==> src/rtl/core/sxt_pkg.sv <==
// Shared constants and types of the s-expression tokenizer.
`default_nettype none

package sxt_pkg;

  localparam int MAX_SYMBOL = 32;
  localparam int SYM_AW     = $clog2(MAX_SYMBOL);
  localparam int SYM_LW     = $clog2(MAX_SYMBOL + 1);

  localparam logic [7:0] CH_HASH    = 8'h23;
  localparam logic [7:0] CH_T       = 8'h74;
  localparam logic [7:0] CH_F       = 8'h66;
  localparam logic [7:0] CH_SPACE   = 8'h20;
  localparam logic [7:0] CH_TAB     = 8'h09;
  localparam logic [7:0] CH_CR      = 8'h0d;
  localparam logic [7:0] CH_NL      = 8'h0a;
  localparam logic [7:0] CH_SEMI    = 8'h3b;
  localparam logic [7:0] CH_LPAREN  = 8'h28;
  localparam logic [7:0] CH_RPAREN  = 8'h29;
  localparam logic [7:0] CH_QUOTE   = 8'h27;
  localparam logic [7:0] CH_BQUOTE  = 8'h60;
  localparam logic [7:0] CH_COMMA   = 8'h2c;
  localparam logic [7:0] CH_AT      = 8'h40;
  localparam logic [7:0] CH_ZERO    = 8'h30;
  localparam logic [7:0] CH_NINE    = 8'h39;

  typedef enum logic [3:0] {
    K_EOF    = 4'd0,
    K_BOOL   = 4'd1,
    K_NUM    = 4'd2,
    K_SYMCH  = 4'd3,
    K_OPEN   = 4'd4,
    K_CLOSE  = 4'd5,
    K_QUOTE  = 4'd6,
    K_QQ     = 4'd7,
    K_UNQ    = 4'd8,
    K_SPLICE = 4'd9
  } token_kind_e;

  typedef enum logic [1:0] {
    ERR_NONE  = 2'd0,
    ERR_TRUNC = 2'd1,
    ERR_OVF   = 2'd2
  } err_code_e;

  typedef struct packed {
    logic              en;
    logic [SYM_AW-1:0] addr;
    logic [7:0]        data;
  } sym_wr_t;

  typedef struct packed {
    logic              en;
    logic [SYM_AW-1:0] addr;
  } sym_rd_t;

  typedef struct packed {
    logic is_bool;
    logic bool_val;
  } sym_head_t;

endpackage

`default_nettype wire

==> src/rtl/core/sxt_symbol_store.sv <==
// Symbol character buffer with registered read and boolean head detection.
`default_nettype none

module sxt_symbol_store (
  input  logic              clk_i,
  input  sxt_pkg::sym_wr_t  wr_i,
  input  sxt_pkg::sym_rd_t  rd_i,
  output logic [7:0]        rdata_o,
  output sxt_pkg::sym_head_t head_o
);
  import sxt_pkg::*;

  logic [7:0] mem_q [MAX_SYMBOL];
  logic [7:0] rdata_q;
  logic [7:0] first_q;
  logic [7:0] second_q;

  always_ff @(posedge clk_i) begin
    if (wr_i.en) begin
      mem_q[wr_i.addr] <= wr_i.data;
    end
  end

  always_ff @(posedge clk_i) begin
    if (rd_i.en) begin
      rdata_q <= mem_q[rd_i.addr];
    end
  end

  always_ff @(posedge clk_i) begin
    if (wr_i.en && wr_i.addr == SYM_AW'(0)) begin
      first_q <= wr_i.data;
    end
    if (wr_i.en && wr_i.addr == SYM_AW'(1)) begin
      second_q <= wr_i.data;
    end
  end

  assign rdata_o         = rdata_q;
  assign head_o.is_bool  = (first_q == CH_HASH) && (second_q == CH_T || second_q == CH_F);
  assign head_o.bool_val = (second_q == CH_T);

endmodule

`default_nettype wire

==> src/rtl/core/sexpr_tokenizer_core.sv <==
// S-expression tokenizer: byte stream in, token stream out.
// A byte is taken only in ST_IDLE, after the tokens of the last byte are sent; a digit
// inside a number then goes through the shared 38-bit adder (times ten, then add the digit).
// Other bytes then send the tokens they end or start; symbol characters go one by one
// through a buffer read, then the output register. Output stalls hold the sequencer.
// Reset (rst_ni low, asynchronous): idle lexer, empty accumulator and symbol, no output.
`default_nettype none

module sexpr_tokenizer_core (
  input  logic        clk_i,
  input  logic        rst_ni,
  input  logic        s_axis_tvalid_i,
  output logic        s_axis_tready_o,
  input  logic [7:0]  s_axis_tdata_i,   // [7:0] byte_in
  input  logic [0:0]  s_axis_tuser_i,   // [0] end_of_input
  output logic        m_axis_tvalid_o,
  input  logic        m_axis_tready_i,
  output logic [47:0] m_axis_tdata_o,   // [31:0] number_value, [32] bool_value,
                                        // [40:33] symbol_char, [41] symbol_end,
                                        // [43:42] error_code, [47:44] zero
  output logic [3:0]  m_axis_tuser_o,   // [3:0] token_kind
  output logic        m_axis_tlast_o    // last
);
  import sxt_pkg::*;

  typedef enum logic [4:0] {
    MODE_IDLE    = 5'b00001,
    MODE_COMMENT = 5'b00010,
    MODE_COMMA   = 5'b00100,
    MODE_NUMBER  = 5'b01000,
    MODE_SYMBOL  = 5'b10000
  } lex_mode_e;

  typedef enum logic [7:0] {
    ST_IDLE    = 8'b0000_0001,
    ST_MUL     = 8'b0000_0010,
    ST_ADD     = 8'b0000_0100,
    ST_PEND    = 8'b0000_1000,
    ST_SYM_RD  = 8'b0001_0000,
    ST_SYM_OUT = 8'b0010_0000,
    ST_ITOK    = 8'b0100_0000,
    ST_EOF     = 8'b1000_0000
  } state_e;

  function automatic logic is_blank(input logic [7:0] ch);
    return ch == CH_SPACE || (ch >= CH_TAB && ch <= CH_CR);
  endfunction

  function automatic logic is_delim(input logic [7:0] ch);
    return is_blank(ch) || ch == CH_LPAREN || ch == CH_RPAREN || ch == CH_SEMI;
  endfunction

  function automatic state_e first_state(input logic p, input logic s,
                                         input logic i, input logic e);
    state_e st;
    if (p) st = ST_PEND;
    else if (s) st = ST_SYM_RD;
    else if (i) st = ST_ITOK;
    else if (e) st = ST_EOF;
    else st = ST_IDLE;
    return st;
  endfunction

  state_e            state_q, state_d;
  lex_mode_e         mode_q, mode_d;
  logic [31:0]       acc_q, acc_d;
  logic              ovf_q, ovf_d;
  logic [SYM_LW-1:0] len_q, len_d;
  logic              trunc_q, trunc_d;
  logic              itok_q, itok_d;
  token_kind_e       itok_kind_q, itok_kind_d;
  logic              eof_q, eof_d;
  logic [SYM_AW-1:0] idx_q, idx_d;

  token_kind_e       pend_kind_q, pend_kind_d;
  logic [31:0]       pend_num_q, pend_num_d;
  logic [1:0]        pend_err_q, pend_err_d;
  logic              pend_bool_q, pend_bool_d;
  logic [SYM_LW-1:0] flen_q, flen_d;
  logic              ftrunc_q, ftrunc_d;
  logic [7:0]        c_q, c_d;
  logic [37:0]       sum_q, sum_d;

  logic        m_valid_q;
  logic [47:0] m_data_q;
  logic [3:0]  m_user_q;
  logic        m_last_q;

  logic        accept;
  logic        out_free;
  logic        out_load;
  token_kind_e out_kind;
  logic [31:0] out_num;
  logic        out_bool;
  logic [7:0]  out_char;
  logic        out_end;
  logic [1:0]  out_err;
  logic        out_last;

  logic [7:0]  in_c;
  logic        in_eof;

  logic        ib_tok_v;
  token_kind_e ib_kind;
  lex_mode_e   ib_mode;
  logic        ib_num;
  logic        ib_sym;

  logic        fl_pend;
  token_kind_e fl_kind;
  logic [1:0]  fl_err;
  logic        fl_sym;

  logic        do_flush;
  logic        do_ib;
  logic        do_splice;
  logic        fold_go;
  logic        pend_n;
  logic        sym_n;

  logic signed [37:0] alu_a;
  logic signed [37:0] alu_b;
  logic signed [37:0] alu_sum;
  logic [8:0]         digit_off;
  logic               sum_ovf;
  logic               sym_last;

  sym_wr_t   sym_wr;
  sym_rd_t   sym_rd;
  logic [7:0] sym_rdata;
  sym_head_t  sym_head;

  sxt_symbol_store u_store (
    .clk_i   (clk_i),
    .wr_i    (sym_wr),
    .rd_i    (sym_rd),
    .rdata_o (sym_rdata),
    .head_o  (sym_head)
  );

  assign in_c     = s_axis_tdata_i;
  assign in_eof   = s_axis_tuser_i[0];
  assign accept   = s_axis_tvalid_i && s_axis_tready_o;
  assign out_free = !m_valid_q || m_axis_tready_i;

  // shared adder: times ten as two shifted copies, then the digit offset
  assign alu_sum   = alu_a + alu_b;
  assign digit_off = {1'b0, c_q} - 9'd48;
  assign sum_ovf   = alu_sum[37] || (|alu_sum[36:32]);
  assign sym_last  = (SYM_LW'(idx_q) + SYM_LW'(1)) == flen_q;

  // start-of-token decode
  always_comb begin
    ib_tok_v = 1'b0;
    ib_kind  = K_OPEN;
    ib_mode  = MODE_IDLE;
    ib_num   = 1'b0;
    ib_sym   = 1'b0;
    if (is_blank(in_c)) begin
      ib_mode = MODE_IDLE;
    end else if (in_c == CH_SEMI) begin
      ib_mode = MODE_COMMENT;
    end else if (in_c == CH_LPAREN) begin
      ib_tok_v = 1'b1;
      ib_kind  = K_OPEN;
    end else if (in_c == CH_RPAREN) begin
      ib_tok_v = 1'b1;
      ib_kind  = K_CLOSE;
    end else if (in_c == CH_QUOTE) begin
      ib_tok_v = 1'b1;
      ib_kind  = K_QUOTE;
    end else if (in_c == CH_BQUOTE) begin
      ib_tok_v = 1'b1;
      ib_kind  = K_QQ;
    end else if (in_c == CH_COMMA) begin
      ib_mode = MODE_COMMA;
    end else if (in_c >= CH_ZERO && in_c <= CH_NINE) begin
      ib_mode = MODE_NUMBER;
      ib_num  = 1'b1;
    end else begin
      ib_mode = MODE_SYMBOL;
      ib_sym  = 1'b1;
    end
  end

  // pending token of the current mode
  always_comb begin
    fl_pend = 1'b0;
    fl_kind = K_NUM;
    fl_err  = ERR_NONE;
    fl_sym  = 1'b0;
    unique case (mode_q)
      MODE_NUMBER: begin
        fl_pend = 1'b1;
        fl_kind = K_NUM;
        fl_err  = ovf_q ? ERR_OVF : ERR_NONE;
      end
      MODE_COMMA: begin
        fl_pend = 1'b1;
        fl_kind = K_UNQ;
      end
      MODE_SYMBOL: begin
        if (!trunc_q && len_q == SYM_LW'(2) && sym_head.is_bool) begin
          fl_pend = 1'b1;
          fl_kind = K_BOOL;
        end else begin
          fl_sym = 1'b1;
        end
      end
      MODE_IDLE, MODE_COMMENT: begin
        fl_pend = 1'b0;
      end
      default: begin
        fl_pend = 1'b0;
      end
    endcase
  end

  always_comb begin
    state_d     = state_q;
    mode_d      = mode_q;
    acc_d       = acc_q;
    ovf_d       = ovf_q;
    len_d       = len_q;
    trunc_d     = trunc_q;
    itok_d      = itok_q;
    itok_kind_d = itok_kind_q;
    eof_d       = eof_q;
    idx_d       = idx_q;
    pend_kind_d = pend_kind_q;
    pend_num_d  = pend_num_q;
    pend_err_d  = pend_err_q;
    pend_bool_d = pend_bool_q;
    flen_d      = flen_q;
    ftrunc_d    = ftrunc_q;
    c_d         = c_q;
    sum_d       = sum_q;
    alu_a       = '0;
    alu_b       = '0;
    sym_wr      = '0;
    sym_rd      = '0;
    out_load    = 1'b0;
    out_kind    = K_EOF;
    out_num     = '0;
    out_bool    = 1'b0;
    out_char    = '0;
    out_end     = 1'b0;
    out_err     = ERR_NONE;
    out_last    = 1'b0;
    do_flush    = 1'b0;
    do_ib       = 1'b0;
    do_splice   = 1'b0;
    fold_go     = 1'b0;
    pend_n      = 1'b0;
    sym_n       = 1'b0;

    unique case (state_q)
      ST_IDLE: begin
        if (accept) begin
          c_d    = in_c;
          itok_d = 1'b0;
          eof_d  = 1'b0;
          idx_d  = '0;
          if (in_eof) begin
            do_flush = 1'b1;
            eof_d    = 1'b1;
          end else begin
            unique case (mode_q)
              MODE_COMMENT: begin
                if (in_c == CH_NL) mode_d = MODE_IDLE;
              end
              MODE_COMMA: begin
                if (in_c == CH_AT) begin
                  do_splice = 1'b1;
                  mode_d    = MODE_IDLE;
                end else begin
                  do_flush = 1'b1;
                  do_ib    = 1'b1;
                end
              end
              MODE_NUMBER: begin
                if (is_delim(in_c)) begin
                  do_flush = 1'b1;
                  do_ib    = 1'b1;
                end else begin
                  fold_go = 1'b1;
                end
              end
              MODE_SYMBOL: begin
                if (is_delim(in_c)) begin
                  do_flush = 1'b1;
                  do_ib    = 1'b1;
                end else if (len_q < SYM_LW'(MAX_SYMBOL)) begin
                  sym_wr.en   = 1'b1;
                  sym_wr.addr = len_q[SYM_AW-1:0];
                  sym_wr.data = in_c;
                  len_d       = len_q + SYM_LW'(1);
                end else begin
                  trunc_d = 1'b1;
                end
              end
              default: begin
                do_ib = 1'b1;
              end
            endcase
          end

          if (do_flush) begin
            pend_n      = fl_pend;
            sym_n       = fl_sym;
            pend_kind_d = fl_kind;
            pend_num_d  = acc_q;
            pend_err_d  = fl_err;
            pend_bool_d = sym_head.bool_val;
            flen_d      = len_q;
            ftrunc_d    = trunc_q;
            mode_d      = MODE_IDLE;
            acc_d       = '0;
            ovf_d       = 1'b0;
            len_d       = '0;
            trunc_d     = 1'b0;
          end
          if (do_splice) begin
            pend_n      = 1'b1;
            pend_kind_d = K_SPLICE;
            pend_err_d  = ERR_NONE;
          end
          if (do_ib) begin
            mode_d      = ib_mode;
            itok_d      = ib_tok_v;
            itok_kind_d = ib_kind;
            if (ib_num) begin
              acc_d = {28'd0, in_c[3:0]};
              ovf_d = 1'b0;
            end
            if (ib_sym) begin
              sym_wr.en   = 1'b1;
              sym_wr.addr = '0;
              sym_wr.data = in_c;
              len_d       = SYM_LW'(1);
              trunc_d     = 1'b0;
            end
          end

          if (fold_go) state_d = ST_MUL;
          else state_d = first_state(pend_n, sym_n, itok_d, eof_d);
        end
      end
      ST_MUL: begin
        alu_a   = {3'd0, acc_q, 3'd0};
        alu_b   = {5'd0, acc_q, 1'b0};
        sum_d   = alu_sum;
        state_d = ST_ADD;
      end
      ST_ADD: begin
        alu_a   = sum_q;
        alu_b   = {{29{digit_off[8]}}, digit_off};
        acc_d   = alu_sum[31:0];
        ovf_d   = ovf_q | sum_ovf;
        state_d = ST_IDLE;
      end
      ST_PEND: begin
        if (out_free) begin
          out_load = 1'b1;
          out_kind = pend_kind_q;
          out_num  = (pend_kind_q == K_NUM) ? pend_num_q : '0;
          out_bool = (pend_kind_q == K_BOOL) && pend_bool_q;
          out_err  = pend_err_q;
          out_last = !itok_q && !eof_q;
          state_d  = first_state(1'b0, 1'b0, itok_q, eof_q);
        end
      end
      ST_SYM_RD: begin
        sym_rd.en   = 1'b1;
        sym_rd.addr = idx_q;
        state_d     = ST_SYM_OUT;
      end
      ST_SYM_OUT: begin
        if (out_free) begin
          out_load = 1'b1;
          out_kind = K_SYMCH;
          out_char = sym_rdata;
          out_end  = sym_last;
          out_err  = ftrunc_q ? ERR_TRUNC : ERR_NONE;
          out_last = sym_last && !itok_q && !eof_q;
          if (sym_last) begin
            idx_d   = '0;
            state_d = first_state(1'b0, 1'b0, itok_q, eof_q);
          end else begin
            idx_d   = idx_q + SYM_AW'(1);
            state_d = ST_SYM_RD;
          end
        end
      end
      ST_ITOK: begin
        if (out_free) begin
          out_load = 1'b1;
          out_kind = itok_kind_q;
          out_last = !eof_q;
          state_d  = eof_q ? ST_EOF : ST_IDLE;
        end
      end
      ST_EOF: begin
        if (out_free) begin
          out_load = 1'b1;
          out_kind = K_EOF;
          out_last = 1'b1;
          state_d  = ST_IDLE;
        end
      end
      default: begin
        state_d = ST_IDLE;
      end
    endcase
  end

  always_ff @(posedge clk_i or negedge rst_ni) begin
    if (!rst_ni) begin
      state_q   <= ST_IDLE;
      mode_q    <= MODE_IDLE;
      acc_q     <= '0;
      ovf_q     <= 1'b0;
      len_q     <= '0;
      trunc_q   <= 1'b0;
      itok_q    <= 1'b0;
      eof_q     <= 1'b0;
      idx_q     <= '0;
      m_valid_q <= 1'b0;
    end else begin
      state_q <= state_d;
      mode_q  <= mode_d;
      acc_q   <= acc_d;
      ovf_q   <= ovf_d;
      len_q   <= len_d;
      trunc_q <= trunc_d;
      itok_q  <= itok_d;
      eof_q   <= eof_d;
      idx_q   <= idx_d;
      if (out_load) begin
        m_valid_q <= 1'b1;
      end else if (m_axis_tready_i) begin
        m_valid_q <= 1'b0;
      end
    end
  end

  always_ff @(posedge clk_i) begin
    itok_kind_q <= itok_kind_d;
    pend_kind_q <= pend_kind_d;
    pend_num_q  <= pend_num_d;
    pend_err_q  <= pend_err_d;
    pend_bool_q <= pend_bool_d;
    flen_q      <= flen_d;
    ftrunc_q    <= ftrunc_d;
    c_q         <= c_d;
    sum_q       <= sum_d;
    if (out_load) begin
      m_data_q <= {4'd0, out_err, out_end, out_char, out_bool, out_num};
      m_user_q <= out_kind;
      m_last_q <= out_last;
    end
  end

  assign s_axis_tready_o = (state_q == ST_IDLE);
  assign m_axis_tvalid_o = m_valid_q;
  assign m_axis_tdata_o  = m_data_q;
  assign m_axis_tuser_o  = m_user_q;
  assign m_axis_tlast_o  = m_last_q;

  a_len_bound : assert property (@(posedge clk_i) disable iff (!rst_ni)
    len_q <= SYM_LW'(MAX_SYMBOL))
    else $error("symbol length beyond buffer");

  a_sym_idx : assert property (@(posedge clk_i) disable iff (!rst_ni)
    state_q == ST_SYM_OUT |-> SYM_LW'(idx_q) < flen_q)
    else $error("symbol read index past flushed length");

  a_kind_range : assert property (@(posedge clk_i) disable iff (!rst_ni)
    m_valid_q |-> m_user_q <= K_SPLICE)
    else $error("token kind out of range");

  a_eof_clears : assert property (@(posedge clk_i) disable iff (!rst_ni)
    accept && in_eof |=> mode_q == MODE_IDLE && len_q == '0 && acc_q == '0 && !ovf_q)
    else $error("end of input left lexer state");

  a_eof_last : assert property (@(posedge clk_i) disable iff (!rst_ni)
    out_load && out_kind == K_EOF |-> out_last)
    else $error("eof token not marked last");

endmodule

`default_nettype wire
==> config.mk <==
export PLATFORM = sky130hd
export DESIGN_NAME = sexpr_tokenizer_core
export DESIGN_NICKNAME = d
export VERILOG_FILES = /design/src/rtl/core/sxt_pkg.sv /design/src/rtl/core/sxt_symbol_store.sv /design/src/rtl/core/sexpr_tokenizer_core.sv
export SDC_FILE = /design/constraint.sdc
export NUM_CORES = 1
export LEC_CHECK = 0
export BUFFER_PORTS_ARGS = -buffer_cell sky130_fd_sc_hd__buf_2
export CAP_MARGIN = 20
export CORE_AREA = 2 2 193 195
export CTS_CLUSTER_DIAMETER = 200
export DETAILED_ROUTE_END_ITERATION = 7
export DIE_AREA = 0 0 195 197
export PLACE_DENSITY_LB_ADDON = 0.15
export SYNTH_ARGS = -nofsm -noshare
export SYNTH_HDL_FRONTEND = slang
export SYNTH_SLANG_ARGS = --single-unit
==> constraint.sdc <==
create_clock -name clk_i -period 5.2 [get_ports clk_i]
set_input_delay 0.26 -clock clk_i [delete_from_list [all_inputs] [get_ports clk_i]]
set_output_delay 0.26 -clock clk_i [all_outputs]
set_load 0.01 [all_outputs]
==> results by group <==
Routing
  • Iter 0 DRT Violations: approximately 1.5k
  • Final ANT Viol Nets: 0
  • Final wirelength: 50700 um
  • Vias/cell: around 6
  • Wirelength per Cell: 20.3 um
  • DRC: 0
  • DR pass1 iterations: 7
  • Vias: around 15k

Global routing
  • Global Route Usage Sum: 0.269
  • Vias in the first global route: 14.5k
  • First-pass GRT wire length: ~80000 um
  • Initial antenna violation count: 2
  • Overflow after GRT: 0
  • Largest net degree at the start of global routing: around 100

Setup path
  • Capture point of the worst reg-to-reg path: acc_q[28]$_DFFE_PN0P_
  • CP most frequent cell: o21ai_0
  • Max FO, Critical Path: 5
  • CP startpoint kind: register
  • Critical Path AT: ~5.4 ns
  • Kind of critical path: reg2reg
  • FF-to-FF Start: state_q[1]$_DFFE_PN0P_
  • Critical Path RT: roughly 5.7 ns
  • CP peak stage delay: about 0.75 ns
  • Critical path cell sequence: or4_4 > or3_4 > or3b_2 > o21ai_0 > ha_1 > o211ai_1 > a21oi_1 > o41ai_1 > nor3_1 > nor2b_1 > o21ai_0 > a221o_1 > a41oi_1 > xnor2_1 > o2bb2ai_1
  • Critical Path Sink Type: register
  • R2r worst-path depth: 15
  • Critical-path top delay cell: o41ai_1
  • Reg2Reg Setup Slack: ~0.36 ns

Synth
  • Synth Instances: slightly below 2k
  • Netlist cell types: between 70 and 80
  • Post-synth EDFFs: approximately 420
  • Post-synth design cell area: around 22000 sq um
  • Post-synthesis sequential area ratio: 0.640
  • Yosys warning count: 0
  • Yosys reg bits: about 480
  • Top_reg_cell synth: edfxtp_1
  • Syn Area/Cell: between 10 and 15 sq um
  • Synth async-reset ratio: 0.127

Cells and area
  • Final nets: 2041
  • Final instance area: 24600 sq um
  • Final Util: 0.679
  • Commonest non-fill, non-tap cell in the layout: edfxtp_1
  • Proportion of layout cells with a drive suffix above 1: 0.116
  • Synthesis-to-finish area growth: 11.2%
  • N_diodes: 0
  • Highest-count cells in the layout ignoring fill and taps: edfxtp_1, nand2_1, nor2_1, o21ai_0, a21oi_1

Floorplan
  • Die Span Y: 197 um
  • I/O pin total: approximately 70
  • Initial Util: 0.611
  • Row count: 70
  • Die area: approximately 38000 sq um
  • Core Area: 36300 sq um
  • Die span in x: a little under 200 um

Placed design
  • IO Port Bufs: 63
  • Post-DP HPWL: 33300 um
  • Dpl cell area: about 23000 sq um
  • GP Congestion: between 0.8 and 0.9

Job
  • Maxcap violations: 0

Clocking
  • CTS tree: built
  • CTS buffer count: 48
  • CTS sink count: just under 500
  • Clock Latency Late Sink: about 0.59 ns
  • Root Driver: clkbuf_16
  • Clk slew on worst S/H paths: ~0.060 ns
  • CTS H-tree lvls: 2
  • Longest Clk Path Bufs: 3

STA
  • Unrepaired setup endpoints after global routing: false
  • Worst-Margin Slew: ~1.1 ns
  • Period utilisation layout: 0.931
  • Setup total negative slack: 0 ns
  • Skew final: 0.0169 ns
  • Final hold violations: 0
  • Slew HR: 0.279
  • Max-slew violations: 0
  • Final setup viols: 0
  • Peak Freq: roughly 210 MHz
  • Minimum clock period: approximately 4.8 ns

Hold path
  • Cells on Worst Hold Path: 1
  • Worst Hold Launch: s_axis_tdata_i[2]
  • Hold endpoint: c_q[2]$_DFFE_PP_
  • Min-Delay Path Class: in2reg

Power
  • Post-layout power: ~8.7 mW
  • VDD IR-drop max: approximately 0.25 mV
  • LEAKAGE: 9.32 nW
  • Pwr dens: 354 nW/um^2

Outcome
  • Status: finished, final reports clean
-- where the power goes --
group	leakage, nW	switching [mW]	internal [mW]
combinational	3.94	0.575	0.264
sequential	4.66	0.0939	4.49
clock	0.716	1.47	1.83
-- critical path: cells and delay by family, from the launching register on --
| family | cells | cell delay [ns] |
|---|---|---|
| AO/OA/AOI/OAI | 8 | 2.09 |
| AND/OR/NAND/NOR | 5 | 1.75 |
| flip-flops | 1 | 0.42 |
| adder cells (fa/ha/maj) | 1 | 0.30 |
| XOR/XNOR | 1 | 0.18 |
-- cell usage after synthesis, drive strengths merged, types with 26 or more instances --
cell	instances	area share
edfxtp	421	0.57
nand2	387	0.066
nor2	194	0.033
o21ai	128	0.029
clkbuf	89	0.015
a21oi	65	0.015
dfrtp	59	0.067
and2	58	0.016
a211oi	42	0.014
ha	42	0.024
nor3	35	0.0081
o211ai	34	0.012
nand3	33	0.0075
xnor2	26	0.010
-- state kept, by name, indices dropped and copies added (netlist names), 2 cells and up --
signal	count
u_store.mem_q	256
m_axis_tdata_o	44
sum_q	38
acc_q	32
pend_num_q	32
c_q	8
state_q	8
u_store.first_q	8
u_store.rdata_o	8
u_store.second_q	8
flen_q	6
len_q	6
idx_q	5
mode_q	5
m_axis_tuser_o	4
pend_kind_q	3
itok_kind_q	2
-- metal layers --
metal,share of wire,GRT usage
met5,0.00016,0
met4,0.019,0.0789
met3,0.070,0.0394
met2,0.46,0.421
met1,0.45,0.396
-- worst max path at each step --
stage | startpoint | to | slack [ns] | cells after the start
after global routing | state_q[7]$_DFFE_PN0P_ | ovf_q$_DFFE_PN0P_ | 0.06 | 18
after detailed placement | state_q[7]$_DFFE_PN0P_ | ovf_q$_DFFE_PN0P_ | 0.34 | 18
after CTS | state_q[7]$_DFFE_PN0P_ | ovf_q$_DFFE_PN0P_ | 0.32 | 18
after global placement | state_q[7]$_DFFE_PN0P_ | ovf_q$_DFFE_PN0P_ | 0.54 | 18
final | state_q[1]$_DFFE_PN0P_ | acc_q[28]$_DFFE_PN0P_ | 0.36 | 15
after floorplan | state_q[7]$_DFFE_PN0P_ | ovf_q$_DFFE_PN0P_ | 0.48 | 19
-- through the flow --
step,hold WS [ns],cells,worst slack (ns)
2_1_floorplan,-0.0356,1928,0.481
3_3_place_gp,0.461,2397,0.541
3_5_place_dp,0.455,2397,0.335
4_1_cts,0.0294,2490,0.321
5_1_grt,0.0410,2491,0.0569
6_report,0.0528,2491,0.360
-- cell families (layout without fill, tap and decap cells) --
logic type	after synthesis	after routing	synth area share
adders and majority gates	43	43	0.0246
other	1	4	0.000169
AOI/OAI and AO/OA	380	380	0.109
DFF	482	482	0.640
xor gates and xnor gates	47	47	0.0186
muxes	17	17	0.0151
buffers and inverters	128	223	0.0234
and+or+nand+nor	827	827	0.170
-- area by class of cell --
| type | instances | area (sq um) |
|---|---|---|
| tap | 468 | 586 |
| sequential | 482 | 14200 |
| timing repair buffer | 117 | 778 |
| clock inverter | 29 | 230 |
| fill | 2724 | 11600 |
| inverter | 18 | 67.6 |
| multi-input combinational | 1318 | 7550 |
| clock buffer | 59 | 1250 |
-- repair_timing --
action,in CTS,in global routing
resized for setup,0,1
hold buffers,5,0
buffers inserted,0,0
endpoints found under the hold margin,63,0
setup endpoints to repair,0,1
(Power assumes the default switching activity.)
